===== src/cwga_pkg.sv =====
`timescale 1ns / 1ps
// Shared types and constants of the 3x3 weight-gradient accumulator.
package cwga_pkg;

  localparam int unsigned DATA_W = 16;
  localparam int unsigned ACC_W  = 48;
  localparam int unsigned TAPS   = 9;
  localparam int unsigned DIM    = 3;
  localparam int unsigned IDX_W  = $clog2(TAPS);
  localparam int unsigned RC_W   = 2;

  typedef struct packed {
    logic signed [DATA_W-1:0] grad_out;
    logic signed [DATA_W-1:0] win_00;
    logic signed [DATA_W-1:0] win_01;
    logic signed [DATA_W-1:0] win_02;
    logic signed [DATA_W-1:0] win_10;
    logic signed [DATA_W-1:0] win_11;
    logic signed [DATA_W-1:0] win_12;
    logic signed [DATA_W-1:0] win_20;
    logic signed [DATA_W-1:0] win_21;
    logic signed [DATA_W-1:0] win_22;
    logic                     last_item;
  } in_beat_t;

  typedef struct packed {
    logic [RC_W-1:0]         tap_row;
    logic [RC_W-1:0]         tap_col;
    logic signed [ACC_W-1:0] grad_value;
    logic                    last_tap;
  } out_beat_t;

  typedef struct packed {
    logic load;
    logic acc_en;
    logic clear;
  } lane_ctl_t;

endpackage


===== src/cwga_lane.sv =====
`timescale 1ns / 1ps
// One tap lane: registered product and saturating accumulator.
module cwga_lane (
  input  logic                                clk_i,
  input  logic                                rst_ni,
  input  cwga_pkg::lane_ctl_t                 ctl_i,
  input  logic signed [cwga_pkg::DATA_W-1:0]  win_i,
  input  logic signed [cwga_pkg::DATA_W-1:0]  grad_i,
  output logic signed [cwga_pkg::ACC_W-1:0]   sum_o
);

  localparam int unsigned PROD_W = 2 * cwga_pkg::DATA_W;
  localparam int unsigned WIDE_W = (cwga_pkg::ACC_W > PROD_W) ? cwga_pkg::ACC_W : PROD_W;
  localparam int unsigned SUM_W  = WIDE_W + 1;
  localparam logic signed [SUM_W-1:0] SAT_MAX =
    {{(SUM_W - cwga_pkg::ACC_W + 1){1'b0}}, {(cwga_pkg::ACC_W - 1){1'b1}}};
  localparam logic signed [SUM_W-1:0] SAT_MIN =
    {{(SUM_W - cwga_pkg::ACC_W + 1){1'b1}}, {(cwga_pkg::ACC_W - 1){1'b0}}};

  logic signed [PROD_W-1:0]          prod_d, prod_q;
  logic signed [cwga_pkg::ACC_W-1:0] acc_d, acc_q;
  logic signed [SUM_W-1:0]           sum_wide;

  assign prod_d = win_i * grad_i;

  always_ff @(posedge clk_i) begin
    if (ctl_i.load) begin
      prod_q <= prod_d;
    end
  end

  always_comb begin
    sum_wide = {{(SUM_W - cwga_pkg::ACC_W){acc_q[cwga_pkg::ACC_W-1]}}, acc_q}
             + {{(SUM_W - PROD_W){prod_q[PROD_W-1]}}, prod_q};
    if (sum_wide > SAT_MAX) begin
      sum_o = SAT_MAX[cwga_pkg::ACC_W-1:0];
    end else if (sum_wide < SAT_MIN) begin
      sum_o = SAT_MIN[cwga_pkg::ACC_W-1:0];
    end else begin
      sum_o = sum_wide[cwga_pkg::ACC_W-1:0];
    end
    acc_d = acc_q;
    if (ctl_i.acc_en) begin
      acc_d = ctl_i.clear ? '0 : sum_o;
    end
  end

  always_ff @(posedge clk_i or negedge rst_ni) begin
    if (!rst_ni) begin
      acc_q <= '0;
    end else begin
      acc_q <= acc_d;
    end
  end

  a_clear_zero : assert property (@(posedge clk_i) disable iff (!rst_ni)
    ctl_i.acc_en && ctl_i.clear |=> acc_q == '0)
    else $error("lane accumulator not cleared after last beat");

  a_hold : assert property (@(posedge clk_i) disable iff (!rst_ni)
    !ctl_i.acc_en |=> $stable(acc_q))
    else $error("lane accumulator moved without an accumulate");

  a_sat_range : assert property (@(posedge clk_i) disable iff (!rst_ni)
    ctl_i.acc_en && !ctl_i.clear && (sum_wide > SAT_MAX) |=> acc_q == SAT_MAX[cwga_pkg::ACC_W-1:0])
    else $error("positive overflow not clamped");

endmodule


===== config.mk =====
export PLATFORM = sky130hd
export DESIGN_NAME = cwga_lane
export DESIGN_NICKNAME = d
export VERILOG_FILES = /design/src/cwga_pkg.sv /design/src/cwga_lane.sv
export SDC_FILE = /design/constraint.sdc
export NUM_CORES = 1
export LEC_CHECK = 0
export ABC_CLOCK_PERIOD_IN_PS = 5600
export BUFFER_PORTS_ARGS = -buffer_cell sky130_fd_sc_hd__buf_2
export CORE_ASPECT_RATIO = 0.7
export CORE_MARGIN = 2
export CORE_UTILIZATION = 60
export DETAILED_ROUTE_END_ITERATION = 10
export PLACE_DENSITY = 0.82
export SYNTH_ARGS = -nofsm -noshare
export SYNTH_HDL_FRONTEND = slang
export SYNTH_SLANG_ARGS = --single-unit

===== constraint.sdc =====
create_clock -name clk_i -period 5.6 [get_ports clk_i]
set_input_delay 1.68 -clock clk_i [delete_from_list [all_inputs] [get_ports clk_i]]
set_output_delay 1.68 -clock clk_i [all_outputs]
set_load 0.005 [all_outputs]

Word-level counts from Yosys, hierarchy flattened --
Cells that the tools add are included.
Word-level totals: bits in registers 80, input port bits 37, logic and storage cells 9, output and inout bits 48
Operators by class: $lt $le $gt $ge 2, add/sub/neg operators 1, $mul 1, multiplexer cells 3
Operators with widths (count):
- 48-bit 2-to-1 mux | 3
- 48-bit by 32-bit adder with 49-bit output | 1
- 49-bit by 48-bit > comparator with 1-bit output (second input constant) | 1
- 49-bit by 48-bit less-than comparator with 1-bit output (second input constant) | 1
- 16-bit by 16-bit multiplier with 32-bit output | 1

Logic depth before layout (Yosys ltp) --
Gate-level depths: netlist (run 1).
word-level depth 5, depth in mapped cells 24, depth with buffers taken out 23

Worst setup path before layout (run 1) --
No wires, ideal clock.
path type input to register, start point input port win_i[15] (netlist bit), end point register prod_q[31], data pin, cell stages on the path 21, path slack -2.216 ns, library setup time 0.260 ns, arrival 7.556 ns, data required time 5.340 ns, buffers on the path 1, cell sequence clkbuf_1 -> nand2_1 -> fa_1 -> inv_1 -> fa_1 -> fa_1 -> fa_1 -> fa_1 -> inv_1 -> fa_1 -> inv_1 -> ha_1 -> and4_1 -> a21oi_1 -> o311ai_0 -> o21ai_1 -> a21oi_1 -> or3_1 -> a31o_2 -> a21oi_1 -> xnor2_1
On the way: word-level cells in the longest chain between the ends 1
RTL lines:
- start: declaration | line cwga_lane.sv:7 | input logic signed [cwga_pkg::DATA_W-1:0] win_i,
- 16-bit by 16-bit multiplier with 32-bit output | line cwga_lane.sv:24 | assign prod_d = win_i * grad_i;
- net prod_d[31] | line cwga_lane.sv:20 | logic signed [PROD_W-1:0] prod_d, prod_q;
- end signal: assignment | line cwga_lane.sv:28 | prod_q <= prod_d;
- end: declaration | line cwga_lane.sv:20
The timed path passes the listed nets, and every way through them passes these cells. A chain may end at the register's enable or synchronous reset.

Final worst setup path (run 1) --
start point input port grad_i[3] (netlist bit), end point register prod_q[30], data pin
On the way: word-level cells in the longest chain between the ends 1
RTL lines:
- start: declaration | line cwga_lane.sv:8 | input logic signed [cwga_pkg::DATA_W-1:0] grad_i,
- 16-bit by 16-bit multiplier with 32-bit output | line cwga_lane.sv:24
- net prod_d[30] | line cwga_lane.sv:20
The timed path passes the listed nets, and every way through them passes these cells.

==> impl_results.md, run 1 <==
- Status: finished with violations
- Failing checks: negative setup slack
- Post-detail-place hpwl: 33,900 um
- Initial antenna violation count: 0
- Post-synth cell types: 66
- Post-CTS Hold Buffers: 0
- Final net count: 2,450
- Initial DRC Count: 1,079
- Top cell type's share of synthesized area: 32.96%
- Number of synthesis warnings: 0
- Critical path type: in2reg
- Number of global-route vias before repair: 14,560
- Worst Tran Pin Value: 803.8 ps
- First-pass GRT wire length: 72,570 um
- Grt ovf: 0
- Die Y: 140.5 um
- Commonest cells post-synth: inv_1 (333), fa_1 (263), nand2_1 (164)
- # DRC: 0
- Area contributors post-synth: fa_1 (33%), ha_1 (10%), inv_1 (7.8%)
- Vias per inst: 5.769
- Setup violations, final: 23
- Max_slew headroom: 46.41%
- Slew Viols, Final: 0
- CTS buffer count: 9
- Area of placed instances: 18,230 um^2
- Core Util, Final: 76.41%
- Worst skew pair latency: 360 ps
- Prevailing post-synth register cell: dfrtp_1
- # clock sinks: 80
- Fmax: 0.1378 GHz
- Cell Area, Synth: 15,980 um^2
- Async SR Flop Fraction: 60.00%
- Drt wl/cell: 19.17 um
- Min-Delay Path Class: reg2reg
- Clock transition at path regs: 60 ps
- Area Growth Syn to Fin: 24.04%
- Starting Density: 61.60%
- Critical Path RT: 5700 ps
- Area of the core: 25,930 um^2
- CP Max Fanout: 9
- Layout cell share with drive strength beyond 1: 24.79%
- Die Width: 199.0 um
- Final hold vios: 0
- Top-count cell post-synth: inv_1
- Minimum clock period: 7259 ps
- FF+latch count, synth: 80
- Final ANT Viol Nets: 0
- Via count: 13,740
- Number of synthesized flops with an enable pin: 32
- Post-synth net total: 2,196
- Yosys top cell by area: fa_1
- Post-route cell area: 19,820 um^2
- Final WS setup: -1659 ps
- DR pass1 iterations: 5
- CTS H-tree depth: 3
- Layout Skew: 11.33 ps
- Synth Instances: 1,766
- TritonCTS clock tree: yes
- Global placement routability congestion: 0.9495
- Largest net degree at the start of global routing: 49
- Arrival time worst endpoint: 7360 ps
- Final worst path period share: 129.6%
- Post-Route WL: 45,660 um
- Startpoint Class: primary input
- Post-Syn Area per Cell: 9.046 um^2
- Die area: 27,970 um^2
- Fraction of the yosys area taken by sequential cells: 13.53%
- Site row count: 49
- RSZ-0062 raised after global routing: yes
- Antenna cells: 0
- Io pins: 85
- Setup crit end kind: flop
- Tot GR Track Use: 32.99%
- I/O Buffers: 84
- Max clock buf depth: 2
- Root buffer cell: clkbuf_16
- Max-cap violations: 0
critical path: stages:
cell	delay [ps]
buf_4	140
buf_6	170
nand2_1	110
fa_1	480
fa_1	520
fa_1	460
fa_1	510
inv_1	70
fa_1	570
inv_1	70
fa_1	490
inv_1	70
ha_4	330
and3_4	230
nand3_2	80
or3b_4	430
nand4_1	190
nand2_2	130
o2111ai_4	270
a31o_4	190
a21oi_2	50
xnor2_1	120
layout make-up:
type                    count  area [um^2]
well taps                 357        446.7
clock buffers               9        225.2
fillers                  1697         6118
flip-flops and latches     80         2162
repair buffers            312         2512
clock inverters             7        80.08
inverters                 334         1254
multi-input cells        1283        13140
per-layer routing:
layer / share of wire [%] / GRT usage, %
met1: 41 / 45.06
met2: 48 / 53.22
met3: 8.3 / 7.513
met4: 2.9 / 8.916
met5: 0 / 0
path summary, 6_finish.rpt:
check | startpoint | end | slack (ps) | cells after the start
worst max register to register | prod_q[2] | acc_q[12] | 1560 | 12
worst max-delay path | grad_i[3] | prod_q[30] | -1660 | 22
max in group asynchronous | rst_ni | acc_q[25] | 3660 | 2
worst min-delay path | acc_q[39] | acc_q[39] | 490 | 1
worst min register to register | acc_q[39] | acc_q[39] | 490 | 1
min in group asynchronous | rst_ni | acc_q[1] | 1430 | 2
kinds of logic (layout without fill, tap and decap cells):
| family | after synthesis | after routing | synth area share (%) |
|---|---|---|---|
| xor+xnor | 77 | 77 | 4.269 |
| flops | 80 | 80 | 13.53 |
| compound gates | 279 | 279 | 12.12 |
| fa+ha+maj | 423 | 423 | 45.03 |
| simple gates | 502 | 502 | 15.26 |
| buf+inv | 403 | 662 | 9.665 |
| mux | 2 | 2 | 0.1253 |
placed cells by master, fill, tap and decap left out, drive strengths merged, types with 20 or more instances in the layout:
cell     count
maj3        30
nand2      164
xnor2       61
and2       140
dfrtp       48
nand3       20
a21o        33
inv        335
buf        310
o2bb2ai     43
edfxtp      32
a21oi       75
ha         130
o21ai       46
nor2       108
fa         263
sequential cells by signal, summed over array words and instances (netlist names):
name	cells
acc_q	48
prod_q	32
per-stage QoR:
step / cells / TNS [ps] / hold WS [ps] / worst slack (ps)
detailed placement: 2320 / -32430 / 476.5 / -2105
floorplan: 1766 / -19590 / 457.3 / -1509
finish: 2382 / -25750 / 492.2 / -1659
global route: 2382 / -29950 / 500.3 / -1850
global placement: 2320 / -30360 / 469.2 / -2002
CTS: 2363 / -23150 / 491.5 / -1621
timing repair:
| action | 4_1_cts | 5_1_grt |
|---|---|---|
| setup buffers | 29 | 27 |
| resized for setup | 116 | 120 |
| setup endpoints to repair | 30 | 71 |
| pin swaps | 52 | 67 |
Power of run 1 is left out: the tool's default activity adds up to more than one toggle a clock period on the data nets, which glitch-free logic cannot reach.
==> run 2, diff against run 1 <==
--- a/config.mk
+++ b/config.mk
@@ -7,11 +7,14 @@
 export LEC_CHECK = 0
 export ABC_CLOCK_PERIOD_IN_PS = 5600
 export BUFFER_PORTS_ARGS = -buffer_cell sky130_fd_sc_hd__buf_2
+export CELL_PAD_IN_SITES_DETAIL_PLACEMENT = 1
+export CELL_PAD_IN_SITES_GLOBAL_PLACEMENT = 1
 export CORE_ASPECT_RATIO = 0.7
 export CORE_MARGIN = 2
-export CORE_UTILIZATION = 60
+export CORE_UTILIZATION = 50
+export CTS_BUF_LIST = sky130_fd_sc_hd__clkbuf_16
 export DETAILED_ROUTE_END_ITERATION = 10
-export PLACE_DENSITY = 0.82
+export PLACE_DENSITY = 0.87
 export SYNTH_ARGS = -nofsm -noshare
 export SYNTH_HDL_FRONTEND = slang
 export SYNTH_SLANG_ARGS = --single-unit
==> run 2 against run 1 <==
  * The run still ends with negative setup slack left
  * Critical path type unchanged
  * Maximum frequency shrank 6.7%
  * Clock skew is essentially flat
  * Critical path depth shrank 2
  * Via count grew 16%
  * Register-to-register slack lost 550 ps
  * Setup slack lost 520 ps
  * Sequential cell count is the same
  * Non-clock buffer count grew 4
  * Cell area grew 1.7%
  * Global-route usage grew 4.2 points
  * First-iteration DRC count grew 84%
  * Hold slack gained 7.2 ps
==> impl_results.md, run 2 (synthesized netlist as in run 1, its figures left out) <==
- Final WS setup: -2180 ps (-521.4 ps)
- Drt wl/cell: 30.14 um (+57%)
- Max clock buf depth: 2 (unchanged)
- Global placement routability congestion: 0.9477 (-0.19%)
- Starting Density: 51.07% (-11 points)
- Die Width: 217.6 um (+9.4%)
- CTS H-tree depth: 3 (unchanged)
- Max-cap violations: 0 (unchanged)
- Worst R2R Path Depth: 14 (+2)
- Post-Route WL: 73,800 um (+62%)
- Met3 Use GR: 6.766% (-0.75 points)
- Minimum clock period: 7780 ps (+521.4 ps)
- Critical Path RT: 5590 ps (-110 ps)
- Setup crit end kind: flop
- Initial antenna violation count: 0 (unchanged)
- Largest net degree at the start of global routing: 49 (unchanged)
- First-pass GRT wire length: 95,010 um (+31%)
- Largest register FFs: 48 (unchanged)
- Footprint of the multi-input gates: 13,340 um^2 (+1.6%)
- CTS buffer count: 9 (unchanged)
- # clock sinks: 80 (unchanged)
- Failing checks: negative setup slack
- Final ANT Viol Nets: 0 (unchanged)
- Layout cell share with drive strength beyond 1: 26.12% (+1.3 points)
- Fmax: 0.1285 GHz (-6.7%)
- Site row count: 54 (+10%)
- Clock transition at path regs: 70 ps (about the same)
- Status: finished with violations
- Via count: 15,940 (+16%)
- Io pins: 85 (unchanged)
- Min-Delay Path Class: reg2reg
- Vias per inst: 6.507 (+13%)
- Root buffer cell: clkbuf_16
- Most frequent cells in the layout: inv_1 (310), fa_1 (242), buf_4 (185), nand2_1 (149), and2_1 (121)
- Grt ovf: 0 (unchanged)
- Layout Skew: 11.55 ps (+0.2190 ps)
- RSZ-0062 raised after global routing: yes
- Hold Path Sink: acc_q[31]
- Number of global-route vias before repair: 16,830 (+16%)
- Post-CTS Hold Buffers: 0 (unchanged)
- Hold path startpoint: acc_q[31]
- I/O Buffers: 84 (unchanged)
- DR pass1 iterations: 6 (+1)
- Die Y: 153.6 um (+9.3%)
- Gr busiest metal: met2
- Die area: 33,420 um^2 (+19%)
- CP Max Fanout: 5 (-4)
- Critical path cell sequence: buf_8 -> buf_6 -> and2_4 -> fa_1 -> inv_2 -> fa_2 -> fa_1 -> fa_1 -> inv_2 -> fa_1 -> fa_1 -> ha_4 -> buf_6 -> buf_6 -> nand3_4 -> nand2_2 -> a21oi_2 -> buf_4 -> o21ai_4 -> a222oi_1
- Area Growth Syn to Fin: 26.19%
- Initial DRC Count: 1,984 (+84%)
- Slew Viols, Final: 0 (unchanged)
- Setup violations, final: 65 (+180%)
- Critical path type: in2reg
- Met2 Use GR: 64.23% (+11 points)
- Biggest regs: acc_q: 48 flops, prod_q: 32 flops
- Arrival time worst endpoint: 7770 ps (+410 ps)
- Sequential cell area: 2162 um^2 (unchanged)
- Worst R2R Start: prod_q[31]
- Leading cell type in the layout, fill and taps excluded: inv_1
- CP max stage cell: a222oi_1
- Tot GR Track Use: 37.14% (+4.2 points)
- Worst skew pair latency: 380 ps (+20 ps)
- Worst Hold Path Cells: 1 (unchanged)
- # DRC: 0 (unchanged)
- Antenna cells: 0 (unchanged)
- Worst Tran Pin Value: 1362 ps (+557.8 ps)
- Reg2reg end: acc_q[13]
- Met1 Use GR: 44.30% (-0.76 points)
- Post-detail-place hpwl: 44,510 um (+31%)
- Area of the core: 31,280 um^2 (+21%)
- R2R setup slack: 1010 ps (-550 ps)
- Final hold vios: 0 (unchanged)
- Max_slew headroom: 9.224% (-37 points)
- Startpoint Class: primary input
- Final worst path period share: 138.9% (+9.3 points)
- Final net count: 2,454 (+0.16%)
- Crit-path most repeated cell: fa_1
- Fill count: 3,470 (+100%)
- TritonCTS clock tree: yes
- Biggest register: acc_q
- Crit path largest cell delay: 1120 ps (+550 ps)
- Setup TNS: -41,540 ps (-15,790 ps)
run 2: stage by stage:
stage          hold WS (ps)  setup WS (ps)  cell area [um^2]  util, %  cells
2_1_floorplan         457.3          -1509             16390        -   1766
3_3_place_gp          471.8          -2046             18280    58.42   2378
3_5_place_dp          484.8          -2298             18280    58.42   2378
4_1_cts               502.9          -1650             19420    62.09   2425
5_1_grt               511.4          -2195             20160    64.44   2449
6_report              499.4          -2180             20160    64.44   2449
run 2: layer usage:
layer	up-vias	routed length (um)
met5	-	0
met4	0	6628
met3	535	7279
met2	1368	35100
met1	7883	24800
li1	6149	-
run 2: area by class of cell:
class	instances	area share, %
flip-flops and latches	80	10.72
multi-input cells	1283	66.18
clock inverters	6	0.3538
repair buffers	316	12.67
well taps	420	2.607
clock buffers	10	1.241
inverters	334	6.219
run 2: worst max-delay path: cells and delay by family:
kind                       cells  cell delay, ps
buffers and inverters          7             840
and+or+nand+nor                3             280
AOI/OAI and AO/OA              3            1360
adders and majority gates      7            3590
run 2: how the worst max path moves through the flow:
stage	slack [ps]	from	to
after floorplan	-1510	grad_i[5]	prod_q[31]
after global placement	-2050	win_i[7]	prod_q[31]
after detailed placement	-2300	grad_i[5]	prod_q[31]
after CTS	-1650	win_i[5]	prod_q[30]
after global routing	-2200	grad_i[4]	prod_q[28]
final	-2180	grad_i[4]	prod_q[16]
run 2: what timing repair did:
item | in CTS | in global routing
gates resized for setup | 145 | 135
endpoints found under the hold margin | 0 | 0
setup endpoints to repair | 68 | 68
buffers inserted | 32 | 31
pin swaps | 45 | 73
Power of run 2 is left out for the same reason.
