### src/cwga_pkg.sv
`timescale 1ns / 1ps
// Shared types and constants of the 3x3 weight-gradient accumulator.
package cwga_pkg;

  localparam int unsigned DATA_W = 16;
  localparam int unsigned ACC_W  = 48;
  localparam int unsigned TAPS   = 9;
  localparam int unsigned DIM    = 3;
  localparam int unsigned IDX_W  = $clog2(TAPS);
  localparam int unsigned RC_W   = 2;

  typedef struct packed {
    logic signed [DATA_W-1:0] grad_out;
    logic signed [DATA_W-1:0] win_00;
    logic signed [DATA_W-1:0] win_01;
    logic signed [DATA_W-1:0] win_02;
    logic signed [DATA_W-1:0] win_10;
    logic signed [DATA_W-1:0] win_11;
    logic signed [DATA_W-1:0] win_12;
    logic signed [DATA_W-1:0] win_20;
    logic signed [DATA_W-1:0] win_21;
    logic signed [DATA_W-1:0] win_22;
    logic                     last_item;
  } in_beat_t;

  typedef struct packed {
    logic [RC_W-1:0]         tap_row;
    logic [RC_W-1:0]         tap_col;
    logic signed [ACC_W-1:0] grad_value;
    logic                    last_tap;
  } out_beat_t;

  typedef struct packed {
    logic load;
    logic acc_en;
    logic clear;
  } lane_ctl_t;

endpackage

### src/cwga_drain.sv
`timescale 1ns / 1ps
// Result buffer: snapshots the nine tap sums and sends them out in row-major order.
module cwga_drain (
  input  logic                               clk_i,
  input  logic                               rst_ni,
  input  logic                               snap_i,
  input  logic signed [cwga_pkg::ACC_W-1:0]  sums_i [cwga_pkg::TAPS],
  output logic                               busy_o,
  output logic                               out_valid_o,
  input  logic                               out_ready_i,
  output cwga_pkg::out_beat_t                out_beat_o
);

  logic signed [cwga_pkg::ACC_W-1:0] buf_q [cwga_pkg::TAPS];
  logic                              busy_d, busy_q;
  logic [cwga_pkg::IDX_W-1:0]        idx_d, idx_q;
  logic [cwga_pkg::RC_W-1:0]         row_d, row_q, col_d, col_q;
  logic                              pop, at_end;

  assign pop    = busy_q && out_ready_i;
  assign at_end = idx_q == cwga_pkg::IDX_W'(cwga_pkg::TAPS - 1);

  always_ff @(posedge clk_i) begin
    if (snap_i) begin
      buf_q <= sums_i;
    end else if (pop) begin
      for (int i = 0; i < cwga_pkg::TAPS - 1; i++) begin
        buf_q[i] <= buf_q[i+1];
      end
    end
  end

  always_comb begin
    busy_d = busy_q;
    idx_d  = idx_q;
    row_d  = row_q;
    col_d  = col_q;
    if (snap_i) begin
      busy_d = 1'b1;
      idx_d  = '0;
      row_d  = '0;
      col_d  = '0;
    end else if (pop) begin
      if (at_end) begin
        busy_d = 1'b0;
      end
      idx_d = idx_q + 1'b1;
      if (col_q == cwga_pkg::RC_W'(cwga_pkg::DIM - 1)) begin
        col_d = '0;
        row_d = row_q + 1'b1;
      end else begin
        col_d = col_q + 1'b1;
      end
    end
  end

  always_ff @(posedge clk_i or negedge rst_ni) begin
    if (!rst_ni) begin
      busy_q <= 1'b0;
      idx_q  <= '0;
      row_q  <= '0;
      col_q  <= '0;
    end else begin
      busy_q <= busy_d;
      idx_q  <= idx_d;
      row_q  <= row_d;
      col_q  <= col_d;
    end
  end

  // free for a new snapshot in the cycle the ninth beat leaves
  assign busy_o                = busy_q && !(pop && at_end);
  assign out_valid_o           = busy_q;
  assign out_beat_o.tap_row    = row_q;
  assign out_beat_o.tap_col    = col_q;
  assign out_beat_o.grad_value = buf_q[0];
  assign out_beat_o.last_tap   = at_end;

  a_snap_idle : assert property (@(posedge clk_i) disable iff (!rst_ni)
    snap_i |-> !busy_q || (pop && at_end))
    else $error("snapshot while results still draining");

  a_snap_start : assert property (@(posedge clk_i) disable iff (!rst_ni)
    snap_i |=> busy_q && row_q == '0 && col_q == '0)
    else $error("drain did not restart at tap zero");

  a_end_idle : assert property (@(posedge clk_i) disable iff (!rst_ni)
    pop && at_end && !snap_i |=> !busy_q)
    else $error("drain busy after ninth beat");

endmodule

### config.mk
export PLATFORM = sky130hd
export DESIGN_NAME = cwga_drain
export DESIGN_NICKNAME = d
export VERILOG_FILES = /design/src/cwga_pkg.sv /design/src/cwga_drain.sv
export SDC_FILE = /design/constraint.sdc
export NUM_CORES = 1
export LEC_CHECK = 0
export BUFFER_PORTS_ARGS = -buffer_cell sky130_fd_sc_hd__clkbuf_2
export CAP_MARGIN = 20
export CORE_MARGIN = 5
export CORE_UTILIZATION = 50
export CTS_BUF_LIST = sky130_fd_sc_hd__clkbuf_4 sky130_fd_sc_hd__clkbuf_8
export CTS_CLUSTER_SIZE = 25
export DETAILED_ROUTE_END_ITERATION = 12
export GPL_TIMING_DRIVEN = 0
export PLACE_DENSITY = 0.87
export SLEW_MARGIN = 20
export SYNTH_ARGS = -nofsm -noshare
export SYNTH_HDL_FRONTEND = slang
export SYNTH_SLANG_ARGS = --single-unit
### constraint.sdc
create_clock -name clk_i -period 16.1 [get_ports clk_i]
set_input_delay 0 -clock clk_i [delete_from_list [all_inputs] [get_ports clk_i]]
set_output_delay 0 -clock clk_i [all_outputs]
set_load 0.005 [all_outputs]
==> results of run 1 <==
through the flow:
stage | std cells | instance area (µm²) | utilization
after floorplan | 953 | 18600 | -
after global placement | 1911 | 21600 | 0.590
after detailed placement | 1918 | 21800 | 0.595
cell families after synthesis:
logic type      share of synthesized area
simple gates                      0.00593
xor+xnor                          0.00142
flops                               0.711
buf+inv                            0.0453
mux                                 0.233
fa+ha+maj                         0.00135
compound gates                    0.00175
synthesized netlist by cell type (all sizes together):
cell,count
edfxtp,432
mux2,385
buf,93
dfrtp,9
nor2,5
a21oi,4
nand2,4
inv,3
nand3,3
ha,2
nand4b,2
or3,2
xnor2,2
a21boi,1
and3b,1
nor2b,1
o21ai,1
or2,1
or2b,1
xor2,1
==> metrics.md, run 1 <==
| Metric | Value |
|---|---|
| Outcome | did not finish |
| Halt Stage | clock tree synthesis |
| Error message | [ERROR RSZ-0060] Max buffer count reached. |
| Die H | 203 µm |
| Num rows | 70 |
| Clock root cell | clkbuf_8 |
| #FFs+latches synth | 441 |
| Post-synth cell types | 23 |
| I/O pins | 491 |
| Die width | 203 µm |
| Seq/Total Area, Yosys | 0.711 |
| Yosys warns | 0 |
| Dpl hpwl | 33.3 mm |
| Synth area leaders | edfxtp_1, mux2_2, buf_6, buf_4, dfrtp_1 |
| Max clock buf depth | 3 |
| Cells after Synth | 953 |
| Synth Net Count | 1,391 |
| Port bufs | 490 |
| Post-CTS Setup Inserts | 0 |
| Clock Sinks | 441 |
| CTS buffer count | 75 |
| Initial core utilization | 0.507 |
| # hold bufs at CTS | 410 |
| Syn Area/Cell | 19.5 µm² |
| H-tree levels | 3 |
| Synth area leader | edfxtp_1 |
| Post-Synthesis Cell Area | 18,600 µm² |
| Post-cts gate resize count | 0 |
| Gp weighted congestion | 0.833 |
| Top cell type's share of synthesized area | 0.699 |
| Setup WS pre-CTS | 12.65 ns |
==> run 2: changes to the inputs <==
- CORE_UTILIZATION: 50 -> 35
- CTS_BUF_LIST: sky130_fd_sc_hd__clkbuf_4 sky130_fd_sc_hd__clkbuf_8 -> not set
- CTS_CLUSTER_SIZE: 25 -> not set
- PLACE_DENSITY: 0.87 -> not set
- PLACE_DENSITY_LB_ADDON: not set -> 0.15
==> run 2 against run 1 <==
Net effect:
- the flow now finishes without violations
- synthesized area did not move
- synthesized cell count stayed put
==> metrics.md, run 2 <==
| Metric | Value |
|---|---|
| Outcome | completed |
| Commonest non-fill, non-tap cell in the layout | clkbuf_2 |
| Worst Setup Slack, final | 13.68 ns |
| Hold depth | 2 |
| Hold EP | buf_q[9]$_DFFE_PP_ |
| H-tree levels | 2 |
| Share of power burned in registers | 0.498 |
| M3 GR Usage | 0.0351 |
| RSZ-0062 raised after global routing | false |
| Initial core utilization | 0.353 |
| Clock Sinks | 441 |
| Setup WS pre-CTS | 13.03 ns |
| #FFs+latches synth | 441 |
| Initial DRC Count | 617 |
| GRT busiest layer | met2 |
| Most common cell in the netlist | edfxtp_1 |
| Gr ovfl total | 0 |
| Max transition margin | 0.505 |
| FF-to-FF Start | out_valid_o$_DFFE_PN0P_ |
| Post-synth top flop | edfxtp_1 |
| Dpl hpwl | 36.1 mm |
| Net Switching | 0.611 mW |
| Port bufs | 490 |
| Antenna violations before repair | 11 |
| Top cell type's share of synthesized area | 0.699 |
| Fmax achieved | 413 MHz |
| WHS | 0.146 ns |
| Hold_sp | sums_i[9] |
| Largest net degree at the start of global routing | 53 |
| Worst Setup Start Kind | input port |
| LEAKAGE | 11.3 nW |
| Clock-pin transition on the worst setup and hold timing paths | 0.06 ns |
| Worst-path fanout max | 52 |
| CP endpoint kind | flop |
| DR DRC count | 0 |
| Vias | 11,700 |
| Clock root cell | clkbuf_16 |
| Global Route Usage Sum | 0.175 |
| CTS tree | built |
| Reg2Reg Setup Slack | 13.76 ns |
| Switching share of power | 0.212 |
| Async set or reset register ratio after synthesis | 0.0204 |
| Final Hold Fails | 0 |
| # hold bufs at CTS | 435 |
| Max-cap viol count | 0 |
| Cell internal pwr | 2.26 mW |
| Core Util, Final | 0.533 |
| First-pass GRT wire length | 77.1 mm |
| Final min period | 2.42 ns |
| Num rows | 84 |
| Post-synth cell types | 23 |
| Area delta synth->final | 50.7% |
| CTS buffer count | 49 |
| Global-route met1 utilization | 0.221 |
| Gp weighted congestion | 0.795 |
| Layout cells sized above 1 | 0.531 |
| Pre-Repair DR Iteration Count | 4 |
| Post-Synthesis Cell Area | 18,600 µm² |
| WP data arrival | 2.66 ns |
| Max IR drop VDD | 0.0000857 V |
| Skew final | 0.0138 ns |
| CP required | 16.34 ns |
| Max clock buf depth | 3 |
| Syn Area/Cell | 19.5 µm² |
| Worst R2R Path Depth | 5 |
| Die H | 240 µm |
| Overall routed net length | 51.4 mm |
| Final Setup Violations | 0 |
| Final Max Slew Viols | 0 |
| Core footprint | 52,600 µm² |
| Final net count | 2,375 |
| Post-synth EDFFs | 432 |
| Post-DRT Antenna Nets | 0 |
| Reg2reg end | buf_q[110]$_DFFE_PP_ |
| Largest Register | buf_q |
| Synth area leaders | edfxtp_1, mux2_2, buf_6, buf_4, dfrtp_1 |
| Post-CTS Setup Inserts | 0 |
| Clock share of power | 0.377 |
| Seq/Total Area, Yosys | 0.711 |
| Post-synth top cells | edfxtp_1, mux2_2, buf_4, buf_6, dfrtp_1 |
| Setup tns final | 0 ns |
| Hold Crit Class | input port to flop |
| Pwr Density | 103 nW/µm² |
| Vias in the first global route | 13,200 |
| I/O pins | 491 |
| Die width | 240 µm |
| Combinational share of power | 0.125 |
| Synth Net Count | 1,391 |
| Per-cell routed wire length | 19.3 µm |
| Fin crit share | 0.150 |
| Worst-Margin Slew | 0.742 ns |
| GR Layer Usage met2 | 0.305 |
| Synth area leader | edfxtp_1 |
| Most frequent cells in the layout | clkbuf_2, dlygate4sd3_1, edfxtp_1, mux2_2, buf_4 |
| Max FFs per register | 384 |
| Post-cts gate resize count | 0 |
| Yosys warns | 0 |
| Setup CP Type | input port to flop |
| Overall die area | 57,800 µm² |
| Cells after Synth | 953 |
| Worst-skew pair later-pin latency | 0.57 ns |
| Vias/cell | 4.38 |
## run 2: cell counts after synthesis
Identical to the previous run, type by type.
## run 2: worst max-delay path by stage
stage | startpoint | end | slack (ns) | cells past startpoint
2_1_floorplan | out_valid_o$_DFFE_PN0P_ | buf_q[100]$_DFFE_PP_ | 6.63 | 2
3_3_place_gp | snap_i | buf_q[70]$_DFFE_PP_ | 1.55 | 5
3_5_place_dp | snap_i | buf_q[70]$_DFFE_PP_ | 13.03 | 8
4_1_cts | snap_i | buf_q[63]$_DFFE_PP_ | 13.65 | 8
5_1_grt | snap_i | buf_q[81]$_DFFE_PP_ | 13.53 | 8
6_report | snap_i | buf_q[110]$_DFFE_PP_ | 13.68 | 8
## run 2: logic make-up after synthesis
kind of cell | synth area share
flip-flops | 0.711
multiplexers | 0.233
buffers and inverters | 0.0453
AND/OR/NAND/NOR | 0.00593
AO/OA/AOI/OAI | 0.00175
XOR/XNOR | 0.00142
adder cells (fa/ha/maj) | 0.00135
## run 2: critical path: stages
cell and delay (ns):
clkbuf_4 0.58, buf_4 0.32, buf_6 0.23, buf_4 0.21, or2b_4 0.31, buf_12 0.29, buf_16 0.29, buf_16 0.28
## run 2: power by group through the flow
| stage | sequential (mW) | combinational, mW | clock, mW |
|---|---|---|---|
| final | 1.43 | 0.359 | 1.08 |
| after global placement | 1.48 | 0.259 | 0 |
| after detailed placement | 1.46 | 0.268 | 0 |
| after CTS | 1.43 | 0.363 | 1.12 |
| after global routing | 1.44 | 0.388 | 1.17 |
| after floorplan | 1.46 | 0.158 | 0 |
## run 2: layout make-up
cell class	instances	area [µm²]
Timing Repair Buffer	933	7010
Fill cell	4293	24600
Inverter	3	11.3
Tap cell	688	861
Clock inverter	30	268
Antenna cell	8	20.0
Buffer	93	831
Multi-Input combinational cell	416	4530
Sequential cell	441	13200
Clock buffer	57	1260
## run 2: per-stage QoR
stage,power [mW],std cells,instance area [µm²]
4_1_cts,2.91,2661,28000
3_5_place_dp,1.73,2139,22100
6_report,2.88,2669,28000
5_1_grt,3.00,2669,28000
3_3_place_gp,1.74,2131,21900
2_1_floorplan,1.62,953,18600
## run 2: routing by layer
metal	share of wire	wire length (µm)
met1	0.42	21400
met2	0.51	26100
met3	0.050	2560
met4	0.026	1340
met5	0	0
Power figures use the tool's default switching activity.
==> run 3: changes to the inputs <==
- ABC_AREA: not set -> 1
- clock period: 16.1 -> 2.5 ns (I/O delays scaled with it)
==> run 3 against run 2 <==
Net effect:
- cell count grew 31%
- sequential power rose to 6.4 times the previous value
- first-iteration DRC count is 18% higher
- hold slack worse by 0.024 ns
- clock skew fell by 0.0016 ns
- flip-flop and latch count unchanged
- synthesized area up 1.0%
- setup slack worse by 13 ns
- global-route usage grew 2.2 points
- combinational power increased to 6.5 times the previous value
- via count is 30% higher
==> metrics.md, run 3 <==
| Metric | Value |
|---|---|
| Initial DRC Count | 731 |
| Critical Path Slowest Stage Cell | nand2_8 |
| Num rows | 84 |
| Gp weighted congestion | 0.823 |
| Commonest non-fill, non-tap cell in the layout | nand2_1 |
| Overall die area | 58,300 µm² |
| I/O pins | 491 |
| Worst Setup Start Kind | flop |
| Synth Net Count | 2,216 |
| Vias in the first global route | 16,500 |
| Clock root cell | clkbuf_16 |
| CP endpoint kind | flop |
| Area delta synth->final | 50.8% |
| Worst Setup Slack, final | 0.247 ns |
| Largest net degree at the start of global routing | 94 |
| Final Hold Fails | 0 |
| Most frequent cells in the layout | nand2_1, clkbuf_2, dlygate4sd3_1, edfxtp_1, buf_4 |
| Overall routed net length | 58.5 mm |
| Max clock buf depth | 3 |
| Initial core utilization | 0.355 |
| Final Max Slew Viols | 0 |
| DR DRC count | 0 |
| Seq/Total Area, Yosys | 0.704 |
| CTS tree | built |
| Die width | 242 µm |
| Max transition margin | 0.538 |
| Yosys warns | 0 |
| Port bufs | 490 |
| Hold Crit Class | input port to flop |
| Post-synth top flop | edfxtp_1 |
| Dpl hpwl | 40.9 mm |
| First-pass GRT wire length | 90.8 mm |
| Antenna violations before repair | 14 |
| Setup WS pre-CTS | -0.224 ns |
| CP Cell Sequence | nand2_2 -> nand2_8 -> buf_16 -> buf_16 |
| WP data arrival | 2.47 ns |
| Final min period | 2.25 ns |
| Vias | 15,200 |
| Post-DRT Antenna Nets | 0 |
| Final net count | 3,197 |
| Gr ovfl total | 0 |
| Per-cell routed wire length | 16.7 µm |
| Setup CP Type | flop to flop |
| RSZ-0062 raised after global routing | false |
| Fin crit share | 0.901 |
| Placed cells | 2,960 |
| Max-cap viol count | 0 |
| Post-CTS Setup Inserts | 0 |
| Outcome | completed |
| Final Setup Violations | 0 |
| Pre-Repair DR Iteration Count | 6 |
| CP required | 2.72 ns |
| Largest Register | buf_q |
| Max IR drop VDD | 0.000471 V |
| Cells after Synth | 1,778 |
| Worst-Margin Slew | 0.693 ns |
| Worst-path fanout max | 93 |
| Die H | 242 µm |
| Clock-pin transition on the worst setup and hold timing paths | 0.06 ns |
| Async set or reset register ratio after synthesis | 0.0204 |
| # hold bufs at CTS | 435 |
| Fmax achieved | 444 MHz |
| LEAKAGE | 13.5 nW |
| Synth area leaders | edfxtp_1, nand2_1, buf_4, buf_6, dfrtp_1 |
| Post-synth EDFFs | 432 |
| CTS buffer count | 50 |
| Post-cts gate resize count | 0 |
| Top cell type's share of synthesized area | 0.692 |
| Post-synth cell types | 17 |
| Pwr Density | 674 nW/µm² |
| Post-Synthesis Cell Area | 18,800 µm² |
| Layout cells sized above 1 | 0.251 |
| Final Power | 19.1 mW |
| Vias/cell | 4.34 |
| H-tree levels | 2 |
| Final Non-Filler Cells | 3,504 |
| #FFs+latches synth | 441 |
| Most common cell in the netlist | nand2_1 |
| Post-synth top cells | nand2_1, edfxtp_1, buf_4, buf_2, buf_6 |
| Max incr delay on CP | 0.45 ns |
| Syn Area/Cell | 10.6 µm² |
| Synth area leader | edfxtp_1 |
| Clock Sinks | 441 |
| Max FFs per register | 384 |
| Skew final | 0.0122 ns |
| Crit path top cell by count | buf_16 |
| Core footprint | 52,900 µm² |
| Worst-skew pair later-pin latency | 0.58 ns |
| Global Route Usage Sum | 0.196 |
## run 3: changes by cell type in the layout (fill, tap and decap cells not counted), sizes merged, moves of 6 or more
cell    change
nand2    +1162
o21ai       +6
diode       +8
buf        +36
mux2      -385
clkinv      -6
clkbuf     +12
inv        +10
## run 3: final timing paths
| check | from | to | slack, ns | depth (start not counted) |
|---|---|---|---|---|
| max | out_valid_o$_DFFE_PN0P_ | buf_q[90]$_DFFE_PP_ | 0.25 | 4 |
| min | snap_i | buf_q[24]$_DFFE_PP_ | 0.12 | 1 |
| max reg2reg | out_valid_o$_DFFE_PN0P_ | buf_q[90]$_DFFE_PP_ | 0.25 | 4 |
| min reg2reg | buf_q[272]$_DFFE_PP_ | buf_q[320]$_DFFE_PP_ | 0.51 | 2 |
| max in group asynchronous | rst_ni | idx_q[1]$_DFFE_PN0P_ | 1.74 | 3 |
| min in group asynchronous | rst_ni | col_q[0]$_DFFE_PN0P_ | 0.46 | 3 |
## run 3: routing by layer
metal,part of all wire,up-vias,track usage,routed length [µm]
li1,-,7683,-,-
met3,0.054,170,0.0416,3130
met4,0.038,2,0.0759,2250
met5,0.00022,-,0,13
met1,0.40,6836,0.234,23600
met2,0.50,530,0.350,29500
## run 3: power breakdown
| part | leakage [nW] | internal [mW] | total [mW] | switching, mW |
|---|---|---|---|---|
| Combinational | 8.04 | 1.20 | 2.33 | 1.13 |
| Clock | 0.825 | 4.59 | 7.54 | 2.95 |
| Sequential | 4.59 | 9.00 | 9.20 | 0.199 |
| Total | 13.5 | 14.8 | 19.1 | 4.27 |
## run 3: layout make-up
| type | count | area (µm²) |
|---|---|---|
| inverter | 14 | 57.6 |
| clock buffer | 67 | 1420 |
| clock inverter | 26 | 280 |
| buffer | 135 | 1000 |
| antenna | 16 | 40.0 |
| fill | 4634 | 24600 |
| multi-input combinational | 1188 | 4520 |
| tap | 688 | 861 |
| sequential | 441 | 13200 |
| timing repair buffer | 929 | 6920 |
## run 3: cells by family (layout without fill, tap and decap cells)
kind of cell | count (synthesis) | in the layout | share of synthesized area
other | 0 | 16 | 0
and+or+nand+nor | 1178 | 1178 | 0.236
adders and majority gates | 2 | 2 | 0.00133
buffers and inverters | 149 | 1171 | 0.0566
AOI/OAI and AO/OA | 8 | 8 | 0.00213
DFF | 441 | 441 | 0.704
## run 3: critical path: cells and delay by family, from the launching register on
family	cells	cell delay, ns
buffers and inverters	2	0.82
and+or+nand+nor	2	0.59
DFF	1	0.37
## run 3: metrics by stage
stage / TNS, ns / utilization / area (µm²) / hold WS (ns)
2_1_floorplan: -0.208 / - / 18800 / -0.296
3_3_place_gp: -530.21 / 0.418 / 22100 / -0.134
3_5_place_dp: -25.27 / 0.420 / 22200 / -0.125
4_1_cts: 0 / 0.534 / 28300 / 0.0921
5_1_grt: 0 / 0.535 / 28300 / 0.111
6_report: 0 / 0.535 / 28300 / 0.122
==> run 4: changes to the inputs <==
- clock period: 2.5 -> 2.7 ns (I/O delays scaled with it)
==> run 4 against run 3 <==
Net effect:
- count of clock-buffer cells in the layout is 5 lower
- core utilization is 0.19 points lower
- flip-flop and latch count stayed put
- clock skew is 0.0097 ns higher
- highest routed layer unchanged
- critical endpoint is now buf_q[74]$_DFFE_PP_
- hold slack worse by 0.0027 ns
- cell count hardly changed
- register-to-register slack better by 0.13 ns
- global-route usage is 0.19 points higher
- power is 9.3% lower
- sequential share of layout area is 0.17 points higher
- clock power is 12% lower
==> metrics.md, run 4 (synthesized netlist as in run 3, its figures left out) <==
| Metric | Value |
|---|---|
| Outcome | completed |
| Crit path top cell by count | buf_16 |
| Die H | 242 µm |
| Post-cts gate resize count | 0 |
| Setup CP Type | flop to flop |
| Largest net degree at the start of global routing | 103 |
| CP endpoint | buf_q[74]$_DFFE_PP_ |
| Gr ovfl total | 0 |
| Pre-Repair DR Iteration Count | 5 |
| Post-CTS Setup Inserts | 0 |
| Combinational share of power | 0.125 |
| Overall routed net length | 59.1 mm |
| WP data arrival | 2.53 ns |
| Vias in the first global route | 16,700 |
| Core Util, Final | 0.533 |
| Skew final | 0.0219 ns |
| WHS | 0.120 ns |
| Max clock buf depth | 3 |
| Global Route Usage Sum | 0.198 |
| Fill count | 4,680 |
| Pwr Density | 614 nW/µm² |
| Vias/cell | 4.39 |
| CP startpoint | out_valid_o$_DFFE_PN0P_ |
| Dpl hpwl | 40.5 mm |
| Worst-skew pair later-pin latency | 0.57 ns |
| Max incr delay on CP | 0.44 ns |
| Num rows | 84 |
| Clock-pin transition on the worst setup and hold timing paths | 0.06 ns |
| Reg2Reg Setup Slack | 0.38 ns |
| CP Cell Sequence | nand2_1 -> nand2_8 -> buf_16 -> buf_16 |
| Max-cap viol count | 0 |
| Fin crit share | 0.858 |
| Initial DRC Count | 725 |
| I/O pins | 491 |
| Final Hold Fails | 0 |
| CTS buffer count | 49 |
| Max IR drop VDD | 0.000683 V |
| Net Switching | 3.93 mW |
| H-tree levels | 2 |
| RSZ-0062 raised after global routing | false |
| Max FFs per register | 384 |
| Area delta synth->final | 50.3% |
| CTS tree | built |
| Vias | 15,400 |
| First-pass GRT wire length | 92.1 mm |
| CP endpoint kind | flop |
| Commonest non-fill, non-tap cell in the layout | nand2_1 |
| Setup WS pre-CTS | -0.0307 ns |
| Antenna violations before repair | 20 |
| Per-cell routed wire length | 16.9 µm |
| Multi-input logic area | 4520 µm² |
| Post-DRT Antenna Nets | 0 |
| Design area | 28,200 µm² |
| Clock share of power | 0.382 |
| Overall die area | 58,300 µm² |
| Die width | 242 µm |
| Critical Path Slowest Stage Cell | nand2_8 |
| FF-to-FF Start | out_valid_o$_DFFE_PN0P_ |
| Worst Setup Slack, final | 0.382 ns |
| Final min period | 2.32 ns |
| Clock Sinks | 441 |
| Clock root cell | clkbuf_16 |
| Reg2reg end | buf_q[74]$_DFFE_PP_ |
| Fmax achieved | 431 MHz |
| Final net count | 3,196 |
| DR DRC count | 0 |
| Worst-Margin Slew | 0.674 ns |
| Final Setup Violations | 0 |
| Share of power burned in registers | 0.493 |
| Worst R2R Path Depth | 4 |
| Initial core utilization | 0.355 |
| Largest Register | buf_q |
| Port bufs | 490 |
| Final Max Slew Viols | 0 |
| Most frequent cells in the layout | nand2_1, clkbuf_2, dlygate4sd3_1, edfxtp_1, buf_4 |
| Layout cells sized above 1 | 0.250 |
| Placed Area | 22,200 µm² |
| Worst Setup Start Kind | flop |
| Gp weighted congestion | 0.838 |
| Core footprint | 52,900 µm² |
| Max transition margin | 0.550 |
| Hold Crit Class | input port to flop |
| CP required | 2.91 ns |
| Cell internal pwr | 13.4 mW |
| LEAKAGE | 13.4 nW |
| Storage cell area | 13,200 µm² |
| Switching share of power | 0.227 |
| Worst-path fanout max | 97 |
-- run 4: timing repair --
| item | 4_1_cts | 5_1_grt |
|---|---|---|
| setup endpoints to repair | 0 | 0 |
| hold buffers | 435 | 0 |
| hold endpoints to repair | 443 | 0 |
-- run 4: power groups by stage --
stage / sequential [mW] / combinational (mW) / clock (mW)
2_1_floorplan: 8.62 / 0.876 / 0
3_3_place_gp: 8.68 / 1.59 / 0
3_5_place_dp: 8.67 / 1.63 / 0
4_1_cts: 8.53 / 2.16 / 6.77
5_1_grt: 8.59 / 2.41 / 7.06
6_report: 8.53 / 2.16 / 6.61
-- run 4: through the flow --
stage,instances,power [mW],TNS (ns)
2_1_floorplan,1778,9.49,0
3_3_place_gp,2956,10.3,-477.37
3_5_place_dp,2960,10.3,-2.58
4_1_cts,3485,17.5,0
5_1_grt,3503,18.1,0
6_report,3506,17.3,0
-- run 4: worst min path at each step --
stage                from  slack (ns)  cells past startpoint                      end
2_1_floorplan      rst_ni       -0.30                      0     col_q[0]$_DFFE_PN0P_
6_report           snap_i        0.12                      1      buf_q[22]$_DFFE_PP_
3_5_place_dp       rst_ni       -0.13                      1  out_valid_o$_DFFE_PN0P_
4_1_cts            snap_i        0.09                      1      buf_q[22]$_DFFE_PP_
3_3_place_gp       rst_ni       -0.14                      1  out_valid_o$_DFFE_PN0P_
5_1_grt        sums_i[30]        0.12                      2      buf_q[30]$_DFFE_PP_
-- run 4: layer usage --
| metal | global-route usage | routed length, µm |
|---|---|---|
| met1 | 0.233 | 23400 |
| met2 | 0.355 | 29800 |
| met3 | 0.0381 | 3220 |
| met4 | 0.0873 | 2640 |
| met5 | 0 | 13 |
-- run 4: area by class of cell --
class	count	area share
flip-flops and latches	441	0.468
repair buffers	929	0.245
clock buffers	62	0.0466
well taps	688	0.0305
clock inverters	28	0.00972
inverters	14	0.00204
multi-input cells	1188	0.160
diodes	21	0.00186
plain buffers	135	0.0356
-- run 4: critical path, delay by kind of cell, from the launching register on --
family,cells,cell delay [ns]
AND/OR/NAND/NOR,2,0.65
flip-flops,1,0.37
buffers and inverters,2,0.75
